### config.mk
export PLATFORM = sky130hd
export DESIGN_NAME = nlfa_queue
export DESIGN_NICKNAME = d
export VERILOG_FILES = /design/src/hdl/nlfa_pkg.sv /design/src/hdl/nlfa_queue.sv
export SDC_FILE = /design/constraint.sdc
export NUM_CORES = 1
export LEC_CHECK = 0
export ABC_AREA = 1
export BUFFER_PORTS_ARGS = -buffer_cell sky130_fd_sc_hd__buf_4
export CELL_PAD_IN_SITES_DETAIL_PLACEMENT = 1
export CELL_PAD_IN_SITES_GLOBAL_PLACEMENT = 2
export CORE_AREA = 2 2 217 219
export CTS_BUF_LIST = sky130_fd_sc_hd__clkbuf_16
export CTS_CLUSTER_SIZE = 28
export DETAILED_ROUTE_END_ITERATION = 10
export DIE_AREA = 0 0 219 221
export GPL_ROUTABILITY_DRIVEN = 0
export HOLD_SLACK_MARGIN = 0.15
export PLACE_DENSITY = 0.82
export SLEW_MARGIN = 25
export SYNTH_ARGS = -nofsm -noshare
export SYNTH_HDL_FRONTEND = slang
export SYNTH_SLANG_ARGS = --single-unit
### constraint.sdc
create_clock -name i_clk -period 14.9 [get_ports i_clk]
set_input_delay 1.49 -clock i_clk [delete_from_list [all_inputs] [get_ports i_clk]]
set_output_delay 1.49 -clock i_clk [all_outputs]
set_load 0.03 [all_outputs]
### src/hdl/nlfa_pkg.sv
// Shared types, constants and helpers for the node link force accumulator.
// No dependencies; every other file but nlfa_checker imports this package.
package nlfa_pkg;

    localparam int NUM_CFG   = 8;
    localparam int CFG_IDX_W = 3;

    // exp(-1) and exp(-1/16) in Q2.30, and Q2.30 one and one half
    localparam logic [31:0] EXP_M1    = 32'd395007542;
    localparam logic [31:0] EXP_M16   = 32'd1008687096;
    localparam logic [30:0] Q30_ONE   = 31'h4000_0000;
    localparam logic [63:0] Q30_HALF  = 64'h0000_0000_2000_0000;
    localparam logic [63:0] EXP_LIMIT = 64'd22;

    typedef logic [NUM_CFG-1:0][31:0] t_cfg_bank;

    // one link as it waits between front and back
    typedef struct packed {
        logic [2:0][31:0] self_pos;
        logic [2:0][31:0] dmag;
        logic [2:0]       dneg;
        logic             kind;
        logic             valid;
        logic             first;
        logic             last;
        logic [31:0]      dt;
    } t_link;

    typedef struct packed {
        logic [2:0][31:0] vel;
        logic [2:0][31:0] pos;
    } t_result;

    typedef struct packed {
        logic        start;
        logic [63:0] dividend;
        logic [31:0] divisor;
    } t_div_req;

    typedef struct packed {
        logic        done;
        logic [63:0] quot;
    } t_div_rsp;

    // clamp a signed value to the 32-bit signed range
    function automatic logic [31:0] sat32(input logic signed [63:0] v);
        logic [31:0] r;
        if (v > 64'sd2147483647) begin
            r = 32'h7FFF_FFFF;
        end else if (v < -64'sd2147483648) begin
            r = 32'h8000_0000;
        end else begin
            r = v[31:0];
        end
        return r;
    endfunction

endpackage

### src/hdl/nlfa_queue.sv
// Two-entry request queue between front and back.
// Depends on nlfa_pkg.
module nlfa_queue (
    input  logic            i_clk,
    input  logic            i_rst_n,
    input  logic            i_wr,
    input  nlfa_pkg::t_link i_data,
    output logic            o_full,
    output logic            o_valid,
    output nlfa_pkg::t_link o_data,
    input  logic            i_rd
);
    import nlfa_pkg::*;

    t_link      r_mem [2];
    logic       r_wptr;
    logic       r_rptr;
    logic [1:0] r_count;

    assign o_full  = (r_count == 2'd2);
    assign o_valid = (r_count != 2'd0);
    assign o_data  = r_mem[r_rptr];

    // store incoming requests
    always_ff @(posedge i_clk) begin
        if (i_wr) begin
            r_mem[r_wptr] <= i_data;
        end
    end

    // advance pointers and count
    always_ff @(posedge i_clk) begin
        if (!i_rst_n) begin
            r_wptr  <= 1'b0;
            r_rptr  <= 1'b0;
            r_count <= 2'd0;
        end else begin
            if (i_wr) begin
                r_wptr <= ~r_wptr;
            end
            if (i_rd) begin
                r_rptr <= ~r_rptr;
            end
            if (i_wr && !i_rd) begin
                r_count <= r_count + 2'd1;
            end else if (!i_wr && i_rd) begin
                r_count <= r_count - 2'd1;
            end
        end
    end

endmodule

==> results list <==
* Outcome: finished clean
* Area taken by multi-input logic gates: 3420 sq um
- Leakage: 9.139 nW
* Pin count of the biggest net entering global routing: 131
* Power Dens Cells: 133.7 nW/um^2
- Crit path cell chain: buf_12, buf_16, mux2_4, buf_4
- Counting every instance in the synthesized netlist gives 754.
- Setup bufs post-CTS: 0
- Post-synthesis sequential element count: 467
- The routed layout has 8784 vias.
- The H-tree generated during clock tree synthesis spans 2 levels.
* Height of the chip: 221 um
* Final cell area excluding filler cells: 23290 sq um
- Global-route wire length before repair: 60020 um
* Net count after synthesis: 990
- For this run, the leading register cell type out of synthesis is sky130_fd_sc_hd__edfxtp_1.
- Peak ir drop on the vdd network: 0.0001081 V
- Post-DR vias/cell: 4.621
- In this run the remaining antenna-violating nets after routing total 0.
- # nets final: 1491
- For this run, the top clock speed supported by timing is 219.6 MHz.
- Sequential-to-total area share from yosys stat: 78.81%
* Critical path peak fanout: 87
- After Yosys synthesis, full adders, half adders and majority gates account for 0.07057% of the synthesized area.
- In the synthesized netlist the async set-or-reset flop fraction comes to 0%.
- The initialized floorplan defines 79 standard-cell rows.
* Synthesized area: 17730 sq um
- By startpoint and endpoint, the worst setup path is classified as reg2out.
- Summing the areas of all and, or, nand and nor instances in the mapped netlist gives 0.4234% of the synthesized area.
* Initial cell density of the core: 38.49%
- The synthesized netlist devotes 0.05646% of its cell area to compound gates.
- Dividing the synthesized area by the synthesized cell count gives 23.51 sq um.
* Detailed-route wire length per cell: 21.55 um
- For this design, the slowest cell found on the critical path is sky130_fd_sc_hd__dfxtp_4.
- Summing all placed instances gives a cell area of 21760 sq um.
- Yosys mapped a number of flops with a built-in enable equal to 462.
* Remaining Overflow, GRT: 0
- Setup repair after global routing left no endpoint under its margin.
- The floorplan step defined a core boundary enclosing 46060 sq um.
- Counting distinct cell types in the post-synthesis netlist gives 16.
- Number of buffers inserted by port buffering: 467
- The count of final hold-check violations is 0.
- Worst rel slew slack: 33.23%
- For the pin with the worst max-slew slack, the measured transition is 1.002 ns.
- Synth top area share: 78.25%
- For this run, the number of Yosys warnings is 0.
- Total Neg Setup Slack: 0 ns
* DRC violations left: 0
- Syn-to-layout area delta: 31.34%
* Clk Latency, worst-skew pair: 0.58 ns
* Crit share post-route: 30.57%
- The critical path contains buffers and inverters numbering 3 combined.
* Post-Synth XOR/XNOR Area: 0%
- Clock transition time at the flip-flop clock pins of the worst setup and hold paths: 0.06 ns
- Die boundary width: 219 um
- After synthesis, the most frequently instantiated cells are sky130_fd_sc_hd__edfxtp_1, sky130_fd_sc_hd__mux2_4, sky130_fd_sc_hd__mux2_2.
* Req. time, crit path: 13.41 ns
- Arrival time reported for the critical path endpoint: 3.06 ns
- Kind of capture point of the worst setup path: output pin
- Post-CTS Hold Fix Bufs: 0
* Number of endpoints failing setup at the final stage: 0
- Post_cts resized: 0
- The first detailed-routing pass took 4 iterations.
- Dominant cell type by area after synthesis: sky130_fd_sc_hd__edfxtp_1
* Proportion of layout cells with a drive suffix above 1: 60.29%
- The worst setup path is launched from a flop.
- Area taken by flip-flops and latches: 13980 sq um
- The total count of max-transition violations in the final report was 0.
* Dominant combinational cell family by area after synthesis: multiplexers
* Area enclosed by the die boundary: 48400 sq um
* Clock sinks: 467
- Clock tree synthesis selected as its root buffer the cell sky130_fd_sc_hd__clkbuf_16.
- The routed design has 40970 um of wire.
- Total routing resource utilization after global routing: 16.60%
- Counting the fill cells in the layout gives 4311.
- CP max stage delay: 0.87 ns
- Path category of the worst min-delay check: reg2reg
- In this run, the number of DRC markers left after iteration 0 of detailed routing was 496.
- Most frequently used cell type in the post-synthesis netlist: sky130_fd_sc_hd__edfxtp_1
- Ports: 468
* HPWL reported at the end of detailed placement: 28050 um
- Between clock sinks in the finished design, the worst skew comes to 0.01162 ns.
* Deepest clock path buffer count: 3
- Max Cap Viol: 0
- Vias in the first global route: 9737
* Largest delay contributor family on the critical path: buffers and inverters
- In the synthesized netlist, mux cells make up 18.69% of the area.
- Antenna violations before repair: 2
- By area the synthesized netlist is led by sky130_fd_sc_hd__edfxtp_1, sky130_fd_sc_hd__mux2_4, sky130_fd_sc_hd__mux2_2.
- Clock buffer count from CTS: 50
* TritonCTS clock tree: yes
- Clock period minus final worst setup slack: 4.554 ns
==> power by group <==
group / switching [mW] / internal, mW
registers: 0.0223 / 1.52
logic: 0.243 / 0.196
clock network: 0.492 / 0.636
total: 0.757 / 2.36
==> worst paths after layout <==
check,from,cells past startpoint,end,slack (ns)
hold reg to reg,r_wptr,2,r_wptr,0.54
hold / removal,r_wptr,2,r_wptr,0.54
setup reg to reg,r_wptr,4,r_mem[1][125],11.67
setup / recovery,flop,4,o_data[99],10.35
==> cell usage in the layout, fill, tap and decap left out, types with 2 or more instances in the layout <==
cell type                   netlist  final
sky130_fd_sc_hd__nor2_1           8      7
sky130_fd_sc_hd__clkbuf_16        0     51
sky130_fd_sc_hd__inv_6            0      3
sky130_fd_sc_hd__clkinv_2         0     13
sky130_fd_sc_hd__buf_4            0    472
sky130_fd_sc_hd__mux2_4         190    190
sky130_fd_sc_hd__nand2_1          9      9
sky130_fd_sc_hd__mux2_2          41     41
sky130_fd_sc_hd__inv_1            8     17
sky130_fd_sc_hd__clkinv_1         0      9
sky130_fd_sc_hd__diode_2          0      2
sky130_fd_sc_hd__edfxtp_1       462    462
sky130_fd_sc_hd__dfxtp_1          5      4
==> routing by layer <==
| metal | wire [um] | GRT usage, % |
|---|---|---|
| met5 | 0 | 0 |
| met4 | 803 | 4.991 |
| met3 | 4376 | 7.175 |
| met2 | 20840 | 28.27 |
| met1 | 14940 | 18.80 |
==> cells by family (layout without fill, tap and decap cells) <==
logic type | Yosys count | count (layout)
AO/OA/AOI/OAI | 2 | 2
adder cells (fa/ha/maj) | 1 | 1
buffers and inverters | 34 | 572
flip-flops | 467 | 467
multiplexers | 231 | 231
other | 0 | 2
AND/OR/NAND/NOR | 19 | 19
==> registers in the layout, indices dropped and copies added, names as in the netlist, named ones only <==
register and count:
r_count 2, r_mem 462, r_rptr 1, r_wptr 1
==> through the flow <==
step / instances / setup slack (ns) / util (%) / total power [mW] / hold WS [ns]
CTS: 1898 / 10.29 / 50.48 / 3.156 / 0.5449
detailed placement: 1809 / 10.27 / 47.25 / 2.019 / 0.5344
global route: 1900 / 10.17 / 50.55 / 3.223 / 0.5857
global placement: 1809 / 10.34 / 47.25 / 2.007 / 0.4764
finish: 1901 / 10.35 / 50.55 / 3.114 / 0.5432
floorplan: 754 / 2.886 / - / 1.858 / 0.4635
==> final cells by class <==
type                    count  share of cell area [%]
diodes                      2                 0.02149
clock buffers              51                   5.481
clock inverters            38                  0.8973
inverters                   8                  0.1612
multi-input cells         253                   14.68
flip-flops and latches    467                   60.02
well taps                 607                   3.262
repair buffers            475                   15.47
==> worst register-to-register path, cell delays in order (launching register included) <==
cell and delay, ns:
sky130_fd_sc_hd__dfxtp_1 0.40, sky130_fd_sc_hd__nand2_1 0.17, sky130_fd_sc_hd__inv_8 0.51, sky130_fd_sc_hd__buf_4 0.83
sky130_fd_sc_hd__buf_4 0.86
Power figures use the tool's default switching activity.
