**src/hdl/nlfa_pkg.sv**
```systemverilog
// Shared types, constants and helpers for the node link force accumulator.
// No dependencies; every other file but nlfa_checker imports this package.
package nlfa_pkg;

    localparam int NUM_CFG   = 8;
    localparam int CFG_IDX_W = 3;

    // exp(-1) and exp(-1/16) in Q2.30, and Q2.30 one and one half
    localparam logic [31:0] EXP_M1    = 32'd395007542;
    localparam logic [31:0] EXP_M16   = 32'd1008687096;
    localparam logic [30:0] Q30_ONE   = 31'h4000_0000;
    localparam logic [63:0] Q30_HALF  = 64'h0000_0000_2000_0000;
    localparam logic [63:0] EXP_LIMIT = 64'd22;

    typedef logic [NUM_CFG-1:0][31:0] t_cfg_bank;

    // one link as it waits between front and back
    typedef struct packed {
        logic [2:0][31:0] self_pos;
        logic [2:0][31:0] dmag;
        logic [2:0]       dneg;
        logic             kind;
        logic             valid;
        logic             first;
        logic             last;
        logic [31:0]      dt;
    } t_link;

    typedef struct packed {
        logic [2:0][31:0] vel;
        logic [2:0][31:0] pos;
    } t_result;

    typedef struct packed {
        logic        start;
        logic [63:0] dividend;
        logic [31:0] divisor;
    } t_div_req;

    typedef struct packed {
        logic        done;
        logic [63:0] quot;
    } t_div_rsp;

    // clamp a signed value to the 32-bit signed range
    function automatic logic [31:0] sat32(input logic signed [63:0] v);
        logic [31:0] r;
        if (v > 64'sd2147483647) begin
            r = 32'h7FFF_FFFF;
        end else if (v < -64'sd2147483648) begin
            r = 32'h8000_0000;
        end else begin
            r = v[31:0];
        end
        return r;
    endfunction

endpackage

```
**src/hdl/nlfa_divider.sv**
```systemverilog
// Shared restoring divider, 64-bit dividend by 32-bit divisor, one bit a cycle.
// Depends on nlfa_pkg.
module nlfa_divider (
    input  logic               i_clk,
    input  logic               i_rst_n,
    input  nlfa_pkg::t_div_req i_req,
    output nlfa_pkg::t_div_rsp o_rsp
);
    import nlfa_pkg::*;

    logic [63:0] r_dvd;
    logic [31:0] r_dvs;
    logic [31:0] r_rem;
    logic [5:0]  r_cnt;
    logic        r_busy;
    logic        r_done;
    logic [32:0] rem_sh;
    logic        ge;

    assign rem_sh = {r_rem, r_dvd[63]};
    assign ge     = (rem_sh >= {1'b0, r_dvs});

    // shift one quotient bit in per cycle
    always_ff @(posedge i_clk) begin
        if (i_req.start) begin
            r_dvd <= i_req.dividend;
            r_dvs <= i_req.divisor;
            r_rem <= '0;
        end else if (r_busy) begin
            r_rem <= ge ? 32'(rem_sh - {1'b0, r_dvs}) : rem_sh[31:0];
            r_dvd <= {r_dvd[62:0], ge};
        end
    end

    // track the step count
    always_ff @(posedge i_clk) begin
        if (!i_rst_n) begin
            r_busy <= 1'b0;
            r_done <= 1'b0;
            r_cnt  <= '0;
        end else begin
            r_done <= 1'b0;
            if (i_req.start) begin
                r_busy <= 1'b1;
                r_cnt  <= '0;
            end else if (r_busy) begin
                r_cnt <= r_cnt + 6'd1;
                if (r_cnt == 6'd63) begin
                    r_busy <= 1'b0;
                    r_done <= 1'b1;
                end
            end
        end
    end

    assign o_rsp.done = r_done;
    assign o_rsp.quot = r_dvd;

endmodule

```
**config.mk**
```make
export PLATFORM = sky130hd
export DESIGN_NAME = nlfa_divider
export DESIGN_NICKNAME = d
export VERILOG_FILES = /design/src/hdl/nlfa_pkg.sv /design/src/hdl/nlfa_divider.sv
export SDC_FILE = /design/constraint.sdc
export NUM_CORES = 1
export LEC_CHECK = 0
export ABC_AREA = 1
export BUFFER_PORTS_ARGS = -buffer_cell sky130_fd_sc_hd__buf_2
export CAP_MARGIN = 20
export CELL_PAD_IN_SITES_DETAIL_PLACEMENT = 0
export CELL_PAD_IN_SITES_GLOBAL_PLACEMENT = 1
export CORE_UTILIZATION = 40
export CTS_CLUSTER_SIZE = 14
export DETAILED_ROUTE_END_ITERATION = 8
export PLACE_DENSITY = 0.84
export REMOVE_ABC_BUFFERS = 1
export SYNTH_ARGS = -nofsm -noshare
export SYNTH_HDL_FRONTEND = slang
export SYNTH_SLANG_ARGS = --single-unit
```
**constraint.sdc**
```tcl
create_clock -name i_clk -period 3.7 [get_ports i_clk]
set_input_delay 0.74 -clock i_clk [delete_from_list [all_inputs] [get_ports i_clk]]
set_output_delay 0.74 -clock i_clk [all_outputs]
set_load 0.01 [all_outputs]
```
==> results of run 1 <==
-- logic make-up after synthesis --
family          Yosys count  synth area share, %
buf+inv                 215                10.44
flops                   136                44.80
compound gates           53                3.439
simple gates            675                34.57
fa+ha+maj                34                5.265
xor+xnor                 14                1.491
-- area by class of cell --
class / count / share of cell area, %
clock buffers: 17 / 4.311
clock inverters: 15 / 1.623
inverters: 185 / 7.037
multi-input cells: 776 / 37.33
flip-flops and latches: 136 / 37.33
well taps: 270 / 3.423
repair buffers: 170 / 8.951
-- power groups by stage --
stage               Combinational (W)  Sequential, W  Clock (W)
floorplan                    0.000231        0.00187          0
CTS                          0.000494        0.00181    0.00175
global route                 0.000548        0.00182    0.00181
detailed placement           0.000493        0.00184          0
finish                       0.000488        0.00181    0.00172
global placement             0.000491        0.00184          0
-- per-stage QoR --
step,instance area (sq um),instances
after floorplan,8059,1097
after global placement,9283,1537
after detailed placement,9283,1537
after CTS,9868,1569
after global routing,9868,1569
final,9868,1569
-- metal layers --
metal	routed length, um	track usage, %	vias to the layer above	share of wire (%)
met5	0	0	-	0
met4	454	7.474	0	2.1
met3	1522	5.705	25	6.9
met2	10030	35.72	213	45
met1	10100	27.31	3235	46
li1	-	-	3827	-
-- tightest hold or removal path, delay by kind of cell, from the launching register on --
family	cells	cell delay [ns]
AND/OR/NAND/NOR	2	0.11
flip-flops	1	0.32
-- cell usage in the layout (no fill, tap or decap), drive strengths merged, types with 2 or more instances in the layout --
cell type	Yosys	final
nand4	9	9
ha	33	33
nand3	80	80
dfxtp	40	40
nor2	48	48
inv	181	190
nand2	512	512
nand3b	14	14
clkinv	4	6
a21oi	26	26
nor3	7	7
o21ai	19	19
clkbuf	12	17
xnor2	13	13
a31oi	2	2
edfxtp	96	96
and2	3	3
clkinvlp	0	3
o21a	2	2
buf	18	170
o21bai	3	3
-- registers in the layout, summed over array words and instances (netlist names) --
signal  flops
r_cnt       6
r_dvs      32
r_rem      32
r_done      1
r_dvd      64
r_busy      1
-- cells in the mapped netlist (5+ instances only) --
| cell | n | area share, % |
|---|---|---|
| nor3_1 | 6 | 0.37 |
| buf_1 | 5 | 0.23 |
| o21ai_1 | 12 | 0.73 |
| nor2_1 | 40 | 1.8 |
| buf_2 | 5 | 0.30 |
| o21ai_0 | 7 | 0.43 |
| clkbuf_1 | 12 | 0.55 |
| dfxtp_1 | 40 | 9.7 |
| inv_1 | 178 | 8.1 |
| ha_1 | 33 | 5.0 |
| nand2_2 | 8 | 0.61 |
| nand2_1 | 502 | 23 |
| a21oi_1 | 26 | 1.6 |
| nand3b_1 | 14 | 1.3 |
| nand4_1 | 9 | 0.68 |
| edfxtp_1 | 96 | 35 |
| xnor2_1 | 13 | 1.4 |
| nand3_1 | 79 | 4.8 |
-- worst min path at each step --
stage,start,to,slack (ns),cells past startpoint
floorplan,r_cnt[5],r_cnt[5],0.44,2
global placement,r_cnt[5],r_cnt[5],0.45,2
detailed placement,r_rem[20],r_rem[20],0.46,2
CTS,r_cnt[5],r_cnt[5],0.47,2
global route,i_req[21],r_dvs[21],0.48,1
finish,r_rem[20],r_rem[20],0.47,2
==> metrics, run 1 <==
Worst VDD drop 0.2682 mV; slowest CP cell nor2_8; Synth async-reset ratio 0%; die width 145.4 um; largest net degree at the start of global routing 76; CP Launch Point r_dvs[28]; Area growth syn-to-layout 20.01%; initial antenna violation count 0; crit path DAT 2.87 ns; Port Buffers 163; period utilization 67.97%; Yosys reg bits 136; worst reg2reg setup slack 1.19 ns; share of power burned in registers 45.1%; Vert. Die Dim 145.4 um; Cells after Synth 1127; Mapped Area 8223 sq um; total CTS buffers 17; sequential area share after synthesis 44.80%; first-pass GRT wire length 35.87 mm; total power draw 0.004015 W; Clock power frac 42.7%; Net Switching 0.001119 W; required time of the critical path 4.06 ns; hold buffer count at CTS 0; global route overflow 0; First DRT Iteration DRCs 399; worst-margin pin slew 0.9384 ns; pwr dens 406.9 nW/um^2; Clock Latency Late Sink 0.42 ns; leak pwr 5.278 nW; RSZ-0062 raised after global routing false; Setup CP Type flip-flop to flip-flop; Main synth FF type edfxtp_1; Setup WS post-layout 1.185 ns; # IOs 164; CP Launch Type flip-flop; Pint 0.002896 W; DRC 0; number of max-cap violations 0; fmax 397.6 MHz; critical path endpoint r_rem[9]; Starting Density 40.77%; H-tree depth 4; routed vias/inst 4.653; Fin Hold WS 0.4682 ns; area of the multi-input gates 3684 sq um; Die ar. 21130 sq um; Max-slew headroom 37.38%; critical path, cell by cell inv_1 -> ha_1 -> a21oi_1 -> nand2_1 -> a21oi_1 -> nand2_2 -> nor2_8 -> nand2_8 -> nand2_1 -> nand3_1 -> o21ai_1; Syn Area/Cell 7.296 sq um; Buf/Inv on CP 1; CTS tree yes; Critical Path Fanout Max 34; filler cell count 2114; final WL 22.11 mm; Hold Violations, Final 0; CTS Root Cell clkbuf_16; gr usage total 21.60%; Initial DRT Pass Iterations 7; final setup fails 0; Routed Antenna Nets 0; nets 1419; Final Util 48.93%; Final min period 2.515 ns; vias in the first global route 7169; Worst R2R Path Depth 11; worst r2r src r_dvs[28]; average wire per standard cell 14.09 um; CTS sink cnt 136; Sw Share 27.88%; Cell Rows 52; CTS clock-pin slew for the worst setup and hold paths 0.06 ns; post-CTS sizing 0; total core area 20170 sq um; crit-path max cell delay 0.50 ns; HPWL Detailed 16.65 mm; crit path capture type flip-flop; max-slew violations 0; Max Clock Skew 0.009819 ns; Setup Fix Bufs, Post-CTS 0; pre-CTS WS 1.154 ns; Levels on crit path 11; Syn. warnings 0; Diodes inserted 0; Crit path max-delay family simple AND/OR/NAND/NOR gates; routed via count 7300; number of flops mapped to enable cells by yosys 96; Hold Crit Class flip-flop to flip-flop; outcome completed; area occupied by registers 3684 sq um; setup TNS 0 ns; FF-to-FF End r_rem[9]; combinational share of power 12.1%; placer congestion estimate 0.9369; layout cells sized above 1 17.55%; Synth cell types 38; CTS max path bufs 2
Power figures use the tool's default switching activity.
==> inputs of run 2 (changes only) <==
--- a/config.mk
+++ b/config.mk
@@ -5,15 +5,15 @@
 export SDC_FILE = /design/constraint.sdc
 export NUM_CORES = 1
 export LEC_CHECK = 0
-export ABC_AREA = 1
+export ABC_AREA = 0
 export BUFFER_PORTS_ARGS = -buffer_cell sky130_fd_sc_hd__buf_2
 export CAP_MARGIN = 20
 export CELL_PAD_IN_SITES_DETAIL_PLACEMENT = 0
 export CELL_PAD_IN_SITES_GLOBAL_PLACEMENT = 1
-export CORE_UTILIZATION = 40
+export CORE_UTILIZATION = 39
 export CTS_CLUSTER_SIZE = 14
 export DETAILED_ROUTE_END_ITERATION = 8
-export PLACE_DENSITY = 0.84
+export PLACE_DENSITY = 0.8
 export REMOVE_ABC_BUFFERS = 1
 export SYNTH_ARGS = -nofsm -noshare
 export SYNTH_HDL_FRONTEND = slang
==> constraint.sdc (replaced) <==
create_clock -name i_clk -period 2.1 [get_ports i_clk]
set_input_delay 0.42 -clock i_clk [delete_from_list [all_inputs] [get_ports i_clk]]
set_output_delay 0.42 -clock i_clk [all_outputs]
set_load 0.01 [all_outputs]
==> metrics, run 2 <==
outcome complete, but fails checks; failing checks setup timing; filler cell count 1615; vias in the first global route 6868; Max-slew headroom 56.87%; leak pwr 4.781 nW; initial antenna violation count 0; layout cells sized above 1 50.58%; Syn. warnings 0; commonest non-fill, non-tap cell in the layout buf_4; Port Buffers 163; First DRT Iteration DRCs 460; global route overflow 0; Mapped Area 7611 sq um; Synth async-reset ratio 0%; Critical Path Fanout Max 8; CTS Root Cell clkbuf_16; Hold Violations, Final 0; largest net degree at the start of global routing 65; area post-placement 9776 sq um; final WL 22.89 mm; top cells by area, synth edfxtp_1 (38%), dfxtp_1 (11%), mux2_2 (9.5%), ha_1 (5.4%), nor2_1 (2.7%); Syn Area/Cell 10.77 sq um; average wire per standard cell 17.63 um; Cells after Synth 707; die width 141.7 um; CTS max path bufs 2; fmax 366.4 MHz; Yosys reg bits 136; top-area cell type share of the netlist area 37.88%; period utilization 130.0%; CP Launch Type flip-flop; routed vias/inst 5.331; max-slew violations 0; crit path DAT 3.05 ns; Clock Latency Late Sink 0.43 ns; total power draw 0.008231 W; CTS clock-pin slew for the worst setup and hold paths 0.07 ns; Cell Rows 50; Worst R2R Path Depth 11; placer congestion estimate 0.8977; total core area 18890 sq um; gr usage total 23.18%; hold buffer count at CTS 0; Final min period 2.730 ns; Vert. Die Dim 141.7 um; RSZ-0062 raised after global routing true; most frequent cells in the layout buf_4 (163), buf_2 (162), edfxtp_1 (96), mux2_2 (64), nor2_1 (53); required time of the critical path 2.42 ns; Finished Cell Area 11100 sq um; final setup fails 33; H-tree depth 4; area of the multi-input gates 4068 sq um; worst-margin pin slew 0.6445 ns; crit-path max cell delay 0.39 ns; Max Clock Skew 0.01274 ns; Final Util 58.74%; Worst VDD drop 0.6080 mV; Main synth FF type edfxtp_1; first-pass GRT wire length 35.50 mm; CTS tree yes; HPWL Detailed 16.18 mm; pwr dens 741.7 nW/um^2; area occupied by registers 3684 sq um; Initial DRT Pass Iterations 6; Diodes inserted 0; # IOs 164; max reg flops 64; Top reg by flops r_dvd; Post-synth top cells edfxtp_1 (96), mux2_2 (64), nor2_1 (55), nand2_1 (47), inv_1 (45); Area growth syn-to-layout 45.80%; Worst Hold Path Cells 1; routed via count 6919; Setup WS post-layout -0.6296 ns; placed instance count 1245; crit path capture type flip-flop; CTS sink cnt 136; DRC 0; critical path, cell by cell inv_2 -> ha_4 -> nand4_1 -> nor4_4 -> a21oi_1 -> o21a_1 -> o221ai_4 -> o21a_4 -> buf_4 -> o41ai_2 -> a31o_1; slowest CP cell nor4_4; final std cells w/o fill 1298; number of max-cap violations 0; Top Registers r_dvd: 64 flops, r_dvs: 32 flops, r_rem: 32 flops; Die ar. 20080 sq um; sequential area share after synthesis 48.40%; nets 1158; Synth area leader edfxtp_1; pre-CTS WS -0.6910 ns; Setup CP Type flip-flop to flip-flop; number of flops mapped to enable cells by yosys 96; total CTS buffers 17; Hold Crit Class input port to flip-flop; Starting Density 40.28%; most common cell in the synthesized netlist edfxtp_1; Routed Antenna Nets 0; Synth cell types 74
## run 2: cell count changes after synthesis, sizes merged, moves of 16 or more
cell,delta
nand3,-58
inv,-136
nand2,-464
o21ai,+17
a21o,+16
mux2,+64
## run 2: final timing paths
kind	start	to	slack, ns
max	r_dvs[16]	r_rem[26]	-0.63
max reg2reg	r_dvs[16]	r_rem[26]	-0.63
min	i_req[3]	r_dvs[3]	0.17
min reg2reg	r_rem[31]	r_rem[31]	0.48
## run 2: critical path, delay by kind of cell, from the launching register on
kind / cells / cell delay [ns]
simple gates: 2 / 0.64
fa+ha+maj: 1 / 0.29
buf+inv: 2 / 0.20
flops: 1 / 0.35
compound gates: 6 / 1.14
## run 2: routing by layer
metal	vias to the layer above	track usage (%)	part of all wire [%]
li1	3285	-	-
met4	0	8.659	3.0
met2	300	38.73	48
met1	3278	28.03	41
met5	-	0	0
met3	56	7.121	8.2
## run 2: logic make-up (layout without fill, tap and decap cells)
group,count (synthesis),count (layout),share of synthesized area [%]
adders and majority gates,34,34,5.688
DFF,136,136,48.40
xor gates and xnor gates,30,30,3.452
and+or+nand+nor,184,184,11.77
buffers and inverters,91,419,5.343
AOI/OAI and AO/OA,165,168,15.49
muxes,67,67,9.864
## run 2: stage by stage
step	hold slack [ns]	setup TNS (ns)
6_report	0.1671	-18.12
3_5_place_dp	0.4612	-21.08
3_3_place_gp	0.4619	-18.46
2_1_floorplan	0.4410	-85.93
5_1_grt	0.1513	-21.61
4_1_cts	0.1507	-16.93
## run 2: power by group
part	leakage [nW]	total, W	internal, W	switching, W
Clock	0.286	0.00304	0.00172	0.00132
Sequential	1.28	0.00325	0.00313	0.000118
Combinational	3.21	0.00194	0.000980	0.000958
Total	4.78	0.00823	0.00583	0.00240
## run 2: what timing repair did
item,CTS,global route
cloned,3,0
setup buffers,10,8
gates resized for setup,48,61
pin swaps,32,43
endpoints found under the hold margin,0,0
setup endpoints to repair,33,33
## run 2: layout make-up
cell class	instances	area share, %
Inverter	45	1.522
Clock inverter	14	1.364
Sequential cell	136	33.19
Tap cell	260	2.932
Multi-Input combinational cell	483	36.66
Timing Repair Buffer	342	20.37
Clock buffer	18	3.958
