File: config.mk
export PLATFORM = sky130hd
export DESIGN_NAME = nlfa_front
export DESIGN_NICKNAME = d
export VERILOG_FILES = /design/src/hdl/nlfa_pkg.sv /design/src/hdl/nlfa_front.sv
export SDC_FILE = /design/constraint.sdc
export NUM_CORES = 1
export LEC_CHECK = 0
export ABC_AREA = 1
export BUFFER_PORTS_ARGS = -buffer_cell sky130_fd_sc_hd__buf_2
export CAP_MARGIN = 15
export CORE_AREA = 2 2 182 184
export DETAILED_ROUTE_END_ITERATION = 8
export DIE_AREA = 0 0 184 186
export PLACE_DENSITY_LB_ADDON = 0.1
export REMOVE_ABC_BUFFERS = 1
export SLEW_MARGIN = 20
export SYNTH_ARGS = -nofsm -noshare
export SYNTH_HDL_FRONTEND = slang
export SYNTH_SLANG_ARGS = --single-unit
File: constraint.sdc
create_clock -name vclk -period 5.5
set_input_delay 1.1 -clock vclk [all_inputs]
set_output_delay 1.1 -clock vclk [all_outputs]
set_load 0.02 [all_outputs]
File: src/hdl/nlfa_pkg.sv
// Shared types, constants and helpers for the node link force accumulator.
// No dependencies; every other file but nlfa_checker imports this package.
package nlfa_pkg;

    localparam int NUM_CFG   = 8;
    localparam int CFG_IDX_W = 3;

    // exp(-1) and exp(-1/16) in Q2.30, and Q2.30 one and one half
    localparam logic [31:0] EXP_M1    = 32'd395007542;
    localparam logic [31:0] EXP_M16   = 32'd1008687096;
    localparam logic [30:0] Q30_ONE   = 31'h4000_0000;
    localparam logic [63:0] Q30_HALF  = 64'h0000_0000_2000_0000;
    localparam logic [63:0] EXP_LIMIT = 64'd22;

    typedef logic [NUM_CFG-1:0][31:0] t_cfg_bank;

    // one link as it waits between front and back
    typedef struct packed {
        logic [2:0][31:0] self_pos;
        logic [2:0][31:0] dmag;
        logic [2:0]       dneg;
        logic             kind;
        logic             valid;
        logic             first;
        logic             last;
        logic [31:0]      dt;
    } t_link;

    typedef struct packed {
        logic [2:0][31:0] vel;
        logic [2:0][31:0] pos;
    } t_result;

    typedef struct packed {
        logic        start;
        logic [63:0] dividend;
        logic [31:0] divisor;
    } t_div_req;

    typedef struct packed {
        logic        done;
        logic [63:0] quot;
    } t_div_rsp;

    // clamp a signed value to the 32-bit signed range
    function automatic logic [31:0] sat32(input logic signed [63:0] v);
        logic [31:0] r;
        if (v > 64'sd2147483647) begin
            r = 32'h7FFF_FFFF;
        end else if (v < -64'sd2147483648) begin
            r = 32'h8000_0000;
        end else begin
            r = v[31:0];
        end
        return r;
    endfunction

endpackage

File: src/hdl/nlfa_front.sv
// Front end: takes a link request and forms the saturated per-axis offset.
// Depends on nlfa_pkg.
module nlfa_front (
    input  logic                  i_push,
    input  logic                  i_full,
    input  logic [31:0]           i_self_x,
    input  logic [31:0]           i_self_y,
    input  logic [31:0]           i_self_z,
    input  logic [31:0]           i_other_x,
    input  logic [31:0]           i_other_y,
    input  logic [31:0]           i_other_z,
    input  logic                  i_link_kind,
    input  logic                  i_link_valid,
    input  logic                  i_first_link,
    input  logic                  i_last_link,
    input  logic [31:0]           i_time_step,
    output logic                  o_wr,
    output nlfa_pkg::t_link       o_link
);
    import nlfa_pkg::*;

    logic [2:0][31:0] self_v;
    logic [2:0][31:0] other_v;
    logic [2:0][31:0] d_sat;

    assign self_v  = {i_self_z, i_self_y, i_self_x};
    assign other_v = {i_other_z, i_other_y, i_other_x};

    // saturate the offset and split it into sign and magnitude
    always_comb begin
        o_link = '0;
        for (int a = 0; a < 3; a++) begin
            d_sat[a] = sat32(64'($signed(self_v[a])) - 64'($signed(other_v[a])));
            o_link.dneg[a] = d_sat[a][31];
            o_link.dmag[a] = d_sat[a][31] ? 32'(-d_sat[a]) : d_sat[a];
        end
        o_link.self_pos = self_v;
        o_link.kind     = i_link_kind;
        o_link.valid    = i_link_valid;
        o_link.first    = i_first_link;
        o_link.last     = i_last_link;
        o_link.dt       = i_time_step;
    end

    assign o_wr = i_push && !i_full;

endmodule

==> metrics.cfg, run 1 <==
[yosys]
syn_inst=2360
synthSimpleGateAreaFrac_pct=45.7
synth.cell_area_mm2=0.0118
synth_compound_area_share_pct=11.9
yosys_warnings=0
synth.area.top_cells=nand2_1, inv_1, ha_1, buf_4, nor2_1
ys_top_cells_by_count=nand2_1, inv_1, nor2_1, nand3_1, buf_4
yosysSeqAreaShare_pct=0
synth_top_family_by_area=simple AND/OR/NAND/NOR gates
synthMuxAreaShare_pct=0
avgSynthCellArea_um2=5.01
synth.distinct_cells=46
synthXorXnorAreaFrac_pct=7.50
yosysMostFrequentCell=nand2_1
synth_top_area_share_pct=24.8
synth_top_area_cell=nand2_1
synthAdderAreaFrac_pct=11.0

[global_route]
grt_antenna_before_repair=0
overflow=0
grtUsageTotal_pct=26.4
grt_pass1_vias=14800
grt_pass1_wl_mm=73.9
grt_max_degree=35

[setup_path]
cp-end-kind=primary output
slowest_stage=ha_4
crit_fanout=4
cp.arrival_ns=4.60
worstPathRequired_ns=4.40
max_stage_delay_ns=0.30
path_common_cell=nand2_1
critPathLaunchType=input port
critPathKind=input port to primary output

[final_layout]
flops_and_latches=0
n_clock_buffer=0
multi_input_area_mm2=0.0114
register_area_um2=0
area_delta_synth_final_pct=60.3
n_fill_cell=3221
drive_above_1_share_pct=43.6
n_antenna_cell=0
nets=3285

[pwr]
power_mw=4.86
p_leak_nw=10.7
cellPowerDensity_mw_per_mm2=257
irDropWorstVdd_uv=200

[placed_design]
hpwlAfterDp_mm=41.0
post-place-ws_ns=-0.736
place.gp.congestion=0.943
io_buffers=390

[routing]
vias=16500
wire_per_inst_um=15.2
post-route-drc-count=0
drtIter0Drc=942
drt-vias-per-instance=4.92
drt_first_pass_iters=5
ant_nets=0
wl_mm=50.9

[sta]
relSlewSlack_pct=66.6
finalMaxSlewViolations=0
fin_crit_sh_pct=104
rsz0062_at_grt=true
period_minus_slack_ns=5.70
setup_ws_ns=-0.204
fmax_ghz=0.175
final_hold_viol_count=0
tightest_slew_ns=0.501
setup_viol=31
finalSetupTns_ns=-2.35

[status]
violations=setup timing
status=finished with violations

[floorplanning]
die_w_um=184
ios=462
die-area_mm2=0.0342
dieHeight_um=186
core_mm2=0.0322
initial_core_util_pct=36.7
rows=66

[worst_hold_path]
holdCritPathClass=input port to primary output
min_to=o_link[10]
min_from=i_time_step[10]
whs_path_depth=0

[clock_network]
holdBufCountCts=0

[flow_run]
max-cap-violations=0

## how the worst max path moves through the flow
| stage | from | endpoint | cells after the start |
|---|---|---|---|
| floorplan | i_self_z[0] | o_link[125] | 31 |
| global placement | i_self_z[0] | o_link[125] | 33 |
| detailed placement | i_self_z[0] | o_link[125] | 32 |
| CTS | i_self_z[0] | o_link[121] | 31 |
| global route | i_other_z[9] | o_link[125] | 34 |
| finish | i_self_z[9] | o_link[133] | 36 |
## timing repair
action / 4_1_cts / 5_1_grt
resized for setup: 190 / 620
buffers inserted: 30 / 49
setup endpoints to repair: 69 / 86
gates cloned: 2 / 3
pin swaps: 61 / 190
## per-stage QoR
stage | util (%) | hold WS, ns | instance area, um^2 | std cells
6_report | 58.8 | 2.20 | 18900 | 3359
5_1_grt | 58.8 | 2.20 | 18900 | 3359
4_1_cts | 50.5 | 2.20 | 16300 | 3309
3_5_place_dp | 47.4 | 2.20 | 15300 | 3277
3_3_place_gp | 47.4 | 2.20 | 15300 | 3277
2_1_floorplan | - | 2.20 | 10700 | 2195
## cell usage in the layout (no fill, tap or decap), types with 6 or more instances in the layout
cell,count
nand2_1,596
o21ai_1,11
nand2_4,48
xor2_1,50
nor2_2,61
nor2_4,43
o21ai_0,59
xor2_2,10
o21a_1,8
xnor2_2,6
nand3b_1,18
nand3_1,120
nor3_1,12
nand2_2,146
nor2_1,146
inv_1,396
inv_2,40
a21oi_2,21
inv_4,9
buf_12,7
o21bai_1,6
buf_2,328
nand3_2,44
xnor2_1,27
and2_1,6
buf_6,74
buf_4,333
ha_1,68
ha_4,28
nand3_4,13
a21oi_4,7
o21ai_2,18
o21ai_4,10
buf_8,8
nand4_1,27
nor3_2,9
a21oi_1,87
## power by group
group | switching [mW] | total (mW) | internal [mW]
clock network | 0 | 0 | 0
logic | 2.86 | 4.86 | 2.00
registers | 0 | 0 | 0
total | 2.86 | 4.86 | 2.00
## cell families (layout without fill, tap and decap cells)
group           after synthesis  in the layout
simple gates               1301           1301
buf+inv                     611           1202
compound gates              250            250
fa+ha+maj                   102            102
xor+xnor                     96             96
## final cells by class
class                      count  area share, %
tap                          408           2.70
timing repair buffer         756           28.4
multi-input combinational   1749           59.9
inverter                     446           8.99
## routing by layer
layer	wire, um	share of wire [%]	track usage, %	vias to the layer above
li1	-	-	-	8364
met3	3450	6.8	4.54	67
met1	22800	45	35.5	7553
met2	23800	47	45.4	553
met5	0	0	0.889	-
met4	850	1.7	2.53	0
## critical path: cells and delay by family
family	cells	cell delay (ns)
and+or+nand+nor	25	2.15
buffers and inverters	9	0.88
adders and majority gates	2	0.44
(Power assumes the default switching activity.)
==> run 2, diff against run 1 <==
- TNS_END_PERCENT: unset -> 20
==> metrics.cfg, run 2 (same netlist as run 1, synthesis figures left out) <==
[status]
status=finished with violations
violations=setup timing

[sta]
setup_viol=21  ; -32%
fin_crit_sh_pct=103  ; -0.81 points
relSlewSlack_pct=68.8  ; +2.2 points
fmax_ghz=0.177  ; +0.79%
tightest_slew_ns=0.464  ; -0.0371 ns
final_hold_viol_count=0  ; unchanged
rsz0062_at_grt=true
finalMaxSlewViolations=0  ; unchanged
period_minus_slack_ns=5.66  ; -0.0444 ns
setup_ws_ns=-0.160  ; +0.0444 ns
hold_slack_ns=2.20  ; -0.0000600 ns

[setup_path]
critPathKind=input port to primary output
cp.arrival_ns=4.56  ; -0.04 ns
crit_fanout=5  ; +1
worstPathRequired_ns=4.40  ; about the same
max_stage_delay_ns=0.35  ; +0.05 ns
path_common_cell=buf_4
cp-end-kind=primary output
critPathLaunchType=input port
slowest_stage=fa_2

[global_route]
grtUsageTotal_pct=26.2  ; -0.22 points
grt_pass1_vias=14600  ; -0.99%
grt_antenna_before_repair=0  ; unchanged
grt_max_degree=35  ; unchanged
overflow=0  ; unchanged
grt_pass1_wl_mm=73.3  ; -0.88%

[final_layout]
area_delta_synth_final_pct=45.6
flops_and_latches=0  ; unchanged
multi_input_area_mm2=0.0104  ; -8.5%
nets=3239  ; -1.4%
final_cell_mix=nand2_1, inv_1, buf_2
drive_above_1_share_pct=36.2  ; -7.4 points
layout_commonest_cell=nand2_1
register_area_um2=0  ; unchanged
n_clock_buffer=0  ; unchanged
n_antenna_cell=0  ; unchanged
n_fill_cell=3491  ; +8.4%
final_area_mm2=0.0172  ; -9.1%

[routing]
ant_nets=0  ; unchanged
drt-vias-per-instance=4.84  ; -1.6%
vias=16000  ; -3.0%
drt_first_pass_iters=5  ; unchanged
wire_per_inst_um=14.5  ; -4.6%
wl_mm=47.9  ; -5.9%
post-route-drc-count=0  ; unchanged
drtIter0Drc=915  ; -2.9%

[clock_network]
holdBufCountCts=0  ; unchanged

[placed_design]
placed_area_mm2=0.0153  ; unchanged
io_buffers=390  ; unchanged
hpwlAfterDp_mm=41.0  ; unchanged
place.gp.congestion=0.943  ; unchanged

[floorplanning]
core_mm2=0.0322  ; unchanged
dieHeight_um=186  ; unchanged
rows=66  ; unchanged
ios=462  ; unchanged
die-area_mm2=0.0342  ; unchanged
initial_core_util_pct=36.7  ; unchanged
die_w_um=184  ; unchanged

[pwr]
irDropWorstVdd_uv=204  ; +2.2%
cellPowerDensity_mw_per_mm2=244  ; -4.8%
power_mw=4.20  ; -14%
p_leak_nw=10.1  ; -5.4%

[worst_hold_path]
holdCritPathClass=input port to primary output

[flow_run]
max-cap-violations=0  ; unchanged

==> run 2: cell types whose count changed in the layout (fill, tap and decap cells not counted), moves of 26 or more <==
cell,before,now
buf_2,328,357
buf_6,74,30
nand2_1,596,674
nand2_2,146,94
nand2_4,48,22
nand3_1,120,151
nor2_1,146,176
==> run 2: path summary, 6_finish.rpt <==
path	cells after the start	slack (ns)	from	to
worst min-delay path	0	2.20	i_time_step[6]	o_link[6]
worst max-delay path	31	-0.16	i_self_z[0]	o_link[122]
==> run 2: power breakdown <==
| part | switching (mW) | internal (mW) | total (mW) |
|---|---|---|---|
| Combinational | 2.55 | 1.65 | 4.20 |
| Clock | 0 | 0 | 0 |
| Sequential | 0 | 0 | 0 |
==> run 2: layer usage <==
layer	vias to the layer above	wire length [um]	track usage (%)
met1	7217	22300	35.6
met2	522	22000	44.9
li1	8277	-	-
met3	30	3250	4.30
met5	-	0	0.889
met4	0	427	2.18
==> run 2: area by class of cell <==
cell class	instances	area share, %
multi-input combinational	1749	60.4
timing repair buffer	710	26.9
inverter	446	9.76
tap	408	2.97
==> run 2: repair_timing <==
action | in CTS | in global routing
buffers inserted | 26 | 9
gates cloned | 1 | 0
setup endpoints to repair | 69 | 87
pin swaps | 51 | 89
gates resized for setup | 172 | 271
==> run 2: critical path, delay by kind of cell <==
family          cells  cell delay [ns]
compound gates      1             0.07
buf+inv            16             1.84
fa+ha+maj           2             0.50
simple gates       12             1.08
==> run 2: stage by stage <==
stage | setup TNS, ns | util (%) | worst slack (ns) | std cells
floorplan | -55.55 | - | -1.41 | 2195
global placement | -13.81 | 47.4 | -0.643 | 3277
detailed placement | -17.74 | 47.4 | -0.736 | 3277
CTS | -2.32 | 50.1 | -0.185 | 3304
global route | -10.99 | 53.4 | -0.375 | 3313
finish | -1.56 | 53.4 | -0.160 | 3313
==> run 3, diff against run 2 <==
- CELL_PAD_IN_SITES_DETAIL_PLACEMENT: unset -> 1
- CELL_PAD_IN_SITES_GLOBAL_PLACEMENT: unset -> 1
- CORE_AREA: 2 2 182 184 -> unset
- CORE_UTILIZATION: unset -> 29
- DIE_AREA: 0 0 184 186 -> unset
==> metrics.cfg, run 3 (same netlist as run 1, synthesis figures left out) <==
[status]
status=finished with violations
violations=setup timing

[setup_path]
critPathLaunchType=input port
critPathKind=input port to primary output
crit_fanout=4  ; -1
max_stage_delay_ns=0.29  ; -0.06 ns
cp.arrival_ns=4.75  ; +0.19 ns
cp-end-kind=primary output
worstPathRequired_ns=4.40  ; about the same
slowest_stage=ha_4

[sta]
finalMaxSlewViolations=0  ; unchanged
setup_ws_ns=-0.350  ; -0.191 ns
rsz0062_at_grt=true
fmax_ghz=0.171  ; -3.3%
final_hold_viol_count=0  ; unchanged
fin_crit_sh_pct=106  ; +3.5 points
relSlewSlack_pct=67.9  ; -0.88 points
setup_viol=36  ; +71%
tightest_slew_ns=0.482  ; +0.0174 ns
hold_slack_ns=2.20  ; -0.0000200 ns
period_minus_slack_ns=5.85  ; +0.191 ns

[routing]
drt_first_pass_iters=4  ; -1
post-route-drc-count=0  ; unchanged
ant_nets=0  ; unchanged
wire_per_inst_um=15.7  ; +8.6%
drtIter0Drc=555  ; -39%
drt-vias-per-instance=4.70  ; -3.0%
vias=16500  ; +2.6%
wl_mm=55.1  ; +15%

[final_layout]
register_area_um2=0  ; unchanged
drive_above_1_share_pct=37.5  ; +1.3 points
area_delta_synth_final_pct=51.2
n_antenna_cell=0  ; unchanged
flops_and_latches=0  ; unchanged
final_cells=3503  ; +5.7%
final_cell_mix=nand2_1, inv_1, buf_4
layout_commonest_cell=nand2_1
n_clock_buffer=0  ; unchanged
nets=3312  ; +2.3%

[pwr]
cellPowerDensity_mw_per_mm2=251  ; +2.7%
irDropWorstVdd_uv=203  ; -0.29%
p_leak_nw=10.5  ; +3.6%

[placed_design]
io_buffers=390  ; unchanged
hpwlAfterDp_mm=47.6  ; +16%
dp.cells=3458  ; +5.5%
place.gp.congestion=0.892  ; -5.4%

[floorplanning]
die_w_um=204  ; +11%
rows=73  ; +11%
core_mm2=0.0399  ; +24%
initial_core_util_pct=29.6  ; -7.1 points
dieHeight_um=204  ; +9.6%
ios=462  ; unchanged
die-area_mm2=0.0415  ; +21%

[global_route]
grt_pass1_wl_mm=86.4  ; +18%
grt_antenna_before_repair=0  ; unchanged
grt_max_degree=35  ; unchanged
overflow=0  ; unchanged
grtUsageTotal_pct=25.3  ; -0.83 points
grt_pass1_vias=17000  ; +16%

[flow_run]
max-cap-violations=0  ; unchanged

[worst_hold_path]
holdCritPathClass=input port to primary output

[clock_network]
holdBufCountCts=0  ; unchanged

-- run 3: layout make-up --
cell class | instances | area, um^2
multi-input combinational | 1749 | 10300
inverter | 446 | 1680
tap | 525 | 657
timing repair buffer | 783 | 5260
fill | 5752 | 22100
-- run 3: what timing repair did --
item | 4_1_cts | 5_1_grt
endpoints found under the setup margin | 84 | 85
pin swaps | 82 | 59
cloned | 4 | 0
gates resized for setup | 275 | 161
buffers inserted | 34 | 8
-- run 3: metal layers --
metal	part of all wire [%]	vias up	track usage, %
met1	47	7691	34.2
met3	4.2	14	2.47
li1	-	8413	-
met5	0	-	0
met2	48	346	45.2
met4	0.36	0	0.940
-- run 3: path summary, 6_finish.rpt --
path,slack (ns),startpoint,cells after the start,to
setup / recovery,-0.35,i_other_z[11],33,o_link[117]
hold / removal,2.20,i_time_step[19],0,o_link[19]
-- run 3: per-stage QoR --
| step | TNS [ns] | util [%] | setup slack [ns] | area (um^2) | power (mW) |
|---|---|---|---|---|---|
| after floorplan | -55.55 | - | -1.41 | 10700 | 2.13 |
| after global placement | -20.69 | 39.9 | -0.679 | 15900 | 3.83 |
| after detailed placement | -31.44 | 39.9 | -0.936 | 15900 | 3.90 |
| after CTS | -4.80 | 43.2 | -0.255 | 17300 | 4.30 |
| after global routing | -21.35 | 44.7 | -0.538 | 17900 | 4.88 |
| final | -6.64 | 44.7 | -0.350 | 17900 | 4.48 |
-- run 3: worst max-delay path, delay by kind of cell --
family	cells	cell delay [ns]
adders and majority gates	2	0.44
AOI/OAI and AO/OA	2	0.23
and+or+nand+nor	17	1.82
buffers and inverters	12	1.13
-- run 3: where the power goes --
part / switching [mW] / internal (mW)
clock: 0 / 0
sequential: 0 / 0
combinational: 2.69 / 1.79
